<file path="src/ghtd_pkg.sv">
// ---------------------------------------------------------------------------
// ghtd_pkg: shared types and constants for the heading/turn decision block
// Beat payloads, turn codes, register indexes and the arctangent table.
// ---------------------------------------------------------------------------
`default_nettype none
package ghtd_pkg;

  typedef struct packed {
    logic signed [31:0] here_first_coord;
    logic signed [31:0] here_second_coord;
    logic signed [15:0] body_east;
    logic signed [15:0] body_north;
    logic signed [15:0] yaw;
  } in_t;

  typedef struct packed {
    logic signed [15:0] rotate_angle;
    logic [1:0]         turn_command;
    logic [31:0]        goal_distance;
  } out_t;

  localparam logic [1:0] CMD_STOP = 2'd0;
  localparam logic [1:0] CMD_CCW  = 2'd1;
  localparam logic [1:0] CMD_CW   = 2'd2;

  localparam logic [1:0] REG_TGT_FIRST  = 2'd0;
  localparam logic [1:0] REG_TGT_SECOND = 2'd1;
  localparam logic [1:0] REG_DEADBAND   = 2'd2;

  localparam int VEC_W = 50;   // dot / cross width
  localparam int CRD_W = 54;   // CORDIC datapath width
  localparam int Z_W   = 34;   // angle accumulator, degrees * 2^23

  localparam logic signed [Z_W-1:0] HALF_TURN_Z = 34'sd1509949440;
  localparam logic signed [15:0]    ANG_LIMIT   = 16'sd23040;

  typedef struct packed {
    logic                    v;
    logic                    zero;
    logic signed [CRD_W-1:0] x;
    logic signed [CRD_W-1:0] y;
    logic signed [Z_W-1:0]   z;
    logic signed [15:0]      yaw;
  } cstage_t;

  typedef struct packed {
    logic        v;
    logic        sat;
    logic [63:0] rem;
    logic [63:0] root;
  } sqstage_t;

  // atan(2^-i) in degrees * 2^23, rounded
  function automatic logic signed [Z_W-1:0] atan_z(input int i);
    logic signed [Z_W-1:0] r;
    case (i)
      0:  r = 34'sd377487360;
      1:  r = 34'sd222843801;
      2:  r = 34'sd117744544;
      3:  r = 34'sd59768969;
      4:  r = 34'sd30000467;
      5:  r = 34'sd15014858;
      6:  r = 34'sd7509261;
      7:  r = 34'sd3754860;
      8:  r = 34'sd1877459;
      9:  r = 34'sd938733;
      10: r = 34'sd469367;
      11: r = 34'sd234683;
      12: r = 34'sd117342;
      13: r = 34'sd58671;
      14: r = 34'sd29335;
      15: r = 34'sd14668;
      16: r = 34'sd7334;
      17: r = 34'sd3667;
      18: r = 34'sd1833;
      19: r = 34'sd917;
      20: r = 34'sd458;
      21: r = 34'sd229;
      22: r = 34'sd115;
      23: r = 34'sd57;
      default: r = '0;
    endcase
    return r;
  endfunction

endpackage
`default_nettype wire

</file>
<file path="src/ghtd_isqrt.sv">
// ---------------------------------------------------------------------------
// ghtd_isqrt: pipelined integer square root
// One result bit per stage, 32 stages; saturation flag rides along.
// ---------------------------------------------------------------------------
`default_nettype none
module ghtd_isqrt
  import ghtd_pkg::*;
(
  input  wire logic        clk,
  input  wire logic        rst,
  input  wire logic        in_valid,
  input  wire logic        in_sat,
  input  wire logic [63:0] radicand,
  output logic             out_valid,
  output logic [31:0]      root
);

  localparam int STEPS = 32;

  sqstage_t pipe [0:STEPS];

  always_comb begin
    pipe[0].v    = in_valid;
    pipe[0].sat  = in_sat;
    pipe[0].rem  = radicand;
    pipe[0].root = '0;
  end

  for (genvar i = 0; i < STEPS; i++) begin : g_step
    localparam logic [63:0] BIT = 64'd1 << (62 - 2 * i);
    logic [63:0] trial;
    assign trial = pipe[i].root + BIT;

    always_ff @(posedge clk) begin
      if (rst) begin
        pipe[i+1].v <= 1'b0;
      end else begin
        pipe[i+1].v <= pipe[i].v;
      end
      pipe[i+1].sat <= pipe[i].sat;
      if (pipe[i].rem >= trial) begin
        pipe[i+1].rem  <= pipe[i].rem - trial;
        pipe[i+1].root <= (pipe[i].root >> 1) + BIT;
      end else begin
        pipe[i+1].rem  <= pipe[i].rem;
        pipe[i+1].root <= pipe[i].root >> 1;
      end
    end
  end

  assign out_valid = pipe[STEPS].v;
  assign root      = pipe[STEPS].sat ? 32'hFFFF_FFFF : pipe[STEPS].root[31:0];

endmodule
`default_nettype wire

</file>
<file path="config.mk">
export PLATFORM = sky130hd
export DESIGN_NAME = ghtd_isqrt
export DESIGN_NICKNAME = d
export VERILOG_FILES = /design/src/ghtd_pkg.sv /design/src/ghtd_isqrt.sv
export SDC_FILE = /design/constraint.sdc
export NUM_CORES = 2
export LEC_CHECK = 0
export BUFFER_PORTS_ARGS = -buffer_cell sky130_fd_sc_hd__buf_2
export CAP_MARGIN = 0
export CELL_PAD_IN_SITES_DETAIL_PLACEMENT = 0
export CELL_PAD_IN_SITES_GLOBAL_PLACEMENT = 1
export CORE_MARGIN = 2
export CORE_UTILIZATION = 35
export CTS_CLUSTER_SIZE = 12
export DETAILED_ROUTE_END_ITERATION = 12
export PLACE_DENSITY = 0.61
export REMOVE_ABC_BUFFERS = 1
export SLEW_MARGIN = 20
export SYNTH_ARGS = -nofsm -noshare
export SYNTH_HDL_FRONTEND = slang
export SYNTH_SLANG_ARGS = --single-unit
</file>
<file path="constraint.sdc">
create_clock -name clk -period 4 [get_ports clk]
set_input_delay 0.2 -clock clk [delete_from_list [all_inputs] [get_ports clk]]
set_output_delay 0.2 -clock clk [all_outputs]
set_load 0.01 [all_outputs]
</file>
==> metrics <==
drt via density 5.00; # fillers 27,400; fin nets approximately 11,000; first-pass GRT wire length ~440,000 um; CTS H-tree depth 5; most area-consuming cells after synthesis dfxtp_1 (53%), ha_1 (7.1%), xnor2_1 (4.4%), xor2_1 (3.4%), a21oi_1 (3.1%); post-route clock skew 48.7 ps; cell area after synthesis 97,900 um2; overall power 0.0830 W; Fin. Hold Viols 0; fmax ~270 MHz; WP data required 4670 ps; worst-path maximum fanout 34; total grt overflow 0; die area ~280,000 um2; Mapped Avg Cell Area 10.0 um2; Vert. Die Dim between 500 and 600 um; antenna viol nets, final 0; Synth top area share between 50% and 60%; Worst slew margin 4.71%; total number of vias 70,600; pre-CTS setup slack -39.0 ps; IO Count 101; PortBufs 100; FFs w/ async S/R, synth 0%; PwrDens 730 nW/um2; biggest area consumer among synthesized cells dfxtp_1; wire length per cell approximately 21 um; register bit total from synthesis around 2,600; Lkg Pwr a little over 50 nW; Worst Hold Class in2reg; CP Data Arrival Time 4420 ps; Post-synth EDFFs 0; Worst Setup Start Kind flip-flop; area grow syn2layout 16.1%; initial drt markers about 4,000; initial antenna violation count 9; crit end category flip-flop; most frequent cells in the layout dfxtp_1 (2,576), inv_1 (708), nor2_1 (638); setup slack after layout between 200 and 250 ps; chip width 533 um; layout cells sized above 1 8.37%; gpl congestion 0.900; unrepaired setup endpoints after global routing false; Clock Pin Slew Worst Setup and Hold Paths 60 ps; sequential fraction of the synthesis area 52.7%; Core ar. between 200,000 and 300,000 um2; # DRC 0; fin crit share 93.9%; vias in the first global route 72,000; Setup Viol. Count Final 0; cts bufs inserted 285; post-synthesis cell type count 99; Clock Latency Late Sink 880 ps; Initial Util 35.1%; Max rail drop VDD 0.000429 V; CTS tree yes; status finished clean; Longest Clk Path Bufs 4; Clk Tree Root Cell clkbuf_16; minimum clock period 3750 ps; Slew @ Worst Pin 1420 ps; drt first pass iters 6; Global Route Usage Sum 20.2%; Final HPWL DP 238,000 um; final slew viol count 0; most common cell after layout, fill and taps aside dfxtp_1; clock tree sinks around 2,600; Post-Syn Instances roughly 10,000; Site Rows 194; max_cap viols 0; final WL 295,000 um; largest net degree at the start of global routing 57; synth warn 0; Setup CP Type reg2reg; Top FF cell, synth dfxtp_1; final setup TNS 0 ps
## final timing paths
kind	startpoint	to	slack, ps	cells past startpoint
max	pipe[1204]$_DFF_P_	pipe[1143]$_DFF_P_	250	13
min reg2reg	pipe[3118]$_DFF_P_	pipe[2988]$_DFF_P_	330	0
min	radicand[62]	pipe[4156]$_DFF_P_	220	4
max reg2reg	pipe[1204]$_DFF_P_	pipe[1143]$_DFF_P_	250	13
## state kept, by name (all words and copies together), names as in the netlist
| name | cells |
|---|---|
| out_valid | 1 |
| pipe | 2575 |
## cells by family after synthesis
| kind of cell | synth area share [%] |
|---|---|
| and+or+nand+nor | 15.6 |
| DFF | 52.7 |
| AOI/OAI and AO/OA | 12.0 |
| buffers and inverters | 3.57 |
| xor gates and xnor gates | 7.85 |
| adders and majority gates | 7.13 |
| muxes | 1.09 |
## final cells by class
class / instances / area [um2] / share of cell area [%]
Sequential cell: 2576 / 51600 / 45.4
Multi-Input combinational cell: 6287 / 42900 / 37.8
Clock buffer: 361 / 7860 / 6.91
Tap cell: 3724 / 4660 / 4.10
Timing Repair Buffer: 370 / 2950 / 2.60
Inverter: 712 / 2670 / 2.35
Clock inverter: 78 / 997 / 0.878
Antenna cell: 9 / 22.5 / 0.0198
## synthesized netlist by cell type, drive strengths merged (65+ instances only)
| cell | count |
|---|---|
| dfxtp | 2576 |
| inv | 711 |
| nor2 | 639 |
| a21oi | 600 |
| ha | 558 |
| nand2 | 530 |
| xnor2 | 497 |
| o21ai | 389 |
| xor2 | 380 |
| nor4 | 343 |
| nor3 | 270 |
| a21o | 248 |
| nand4 | 171 |
| nand3 | 167 |
| clkbuf | 156 |
| nor2b | 104 |
| or3 | 103 |
| nand2b | 102 |
| o21a | 94 |
| or2 | 88 |
| mux2 | 85 |
| and3 | 65 |
## worst max-delay path, stage by stage, from the launching register on
cell and delay, ps:
dfxtp_1 450, inv_1 70, ha_1 400, nand3_1 130, nor2_1 300, nand3_1 110, nor3_1 430, o221ai_1 470
nand2_1 170, nor2_1 90, inv_2 100, buf_4 370, nor2_1 70, a21oi_1 410
## layer usage
layer / up-vias / part of all wire, % / GRT usage, %
li1: 35100 / - / -
met3: 523 / 3.1 / 2.32
met1: 33700 / 40 / 22.7
met4: 0 / 5.4 / 10.2
met2: 1342 / 51 / 37.4
met5: - / 0 / 0
## where the power goes
group	switching, W	internal, W	leakage [nW]	total [W]
Combinational	0.0115	0.00887	25.2	0.0204
Sequential	0.00609	0.0314	21.6	0.0374
Clock	0.0103	0.0149	4.33	0.0252
## through the flow
step                std cells  util [%]  instance area (um2)  hold slack (ps)
floorplan                9575         -                97100              228
global placement        13500      37.1               103000              313
detailed placement      13500      37.1               103000              314
CTS                     14100      40.8               114000              160
global route            14100      40.8               114000              237
finish                  14100      40.8               114000              222
## timing repair
item | CTS | global route
buffers inserted | 0 | 0
resized for setup | 1 | 4
hold buffers | 132 | 0
hold endpoints to repair | 98 | 0
setup endpoints to repair | 1 | 3
Note: power is estimated with default switching activity, not from simulation.
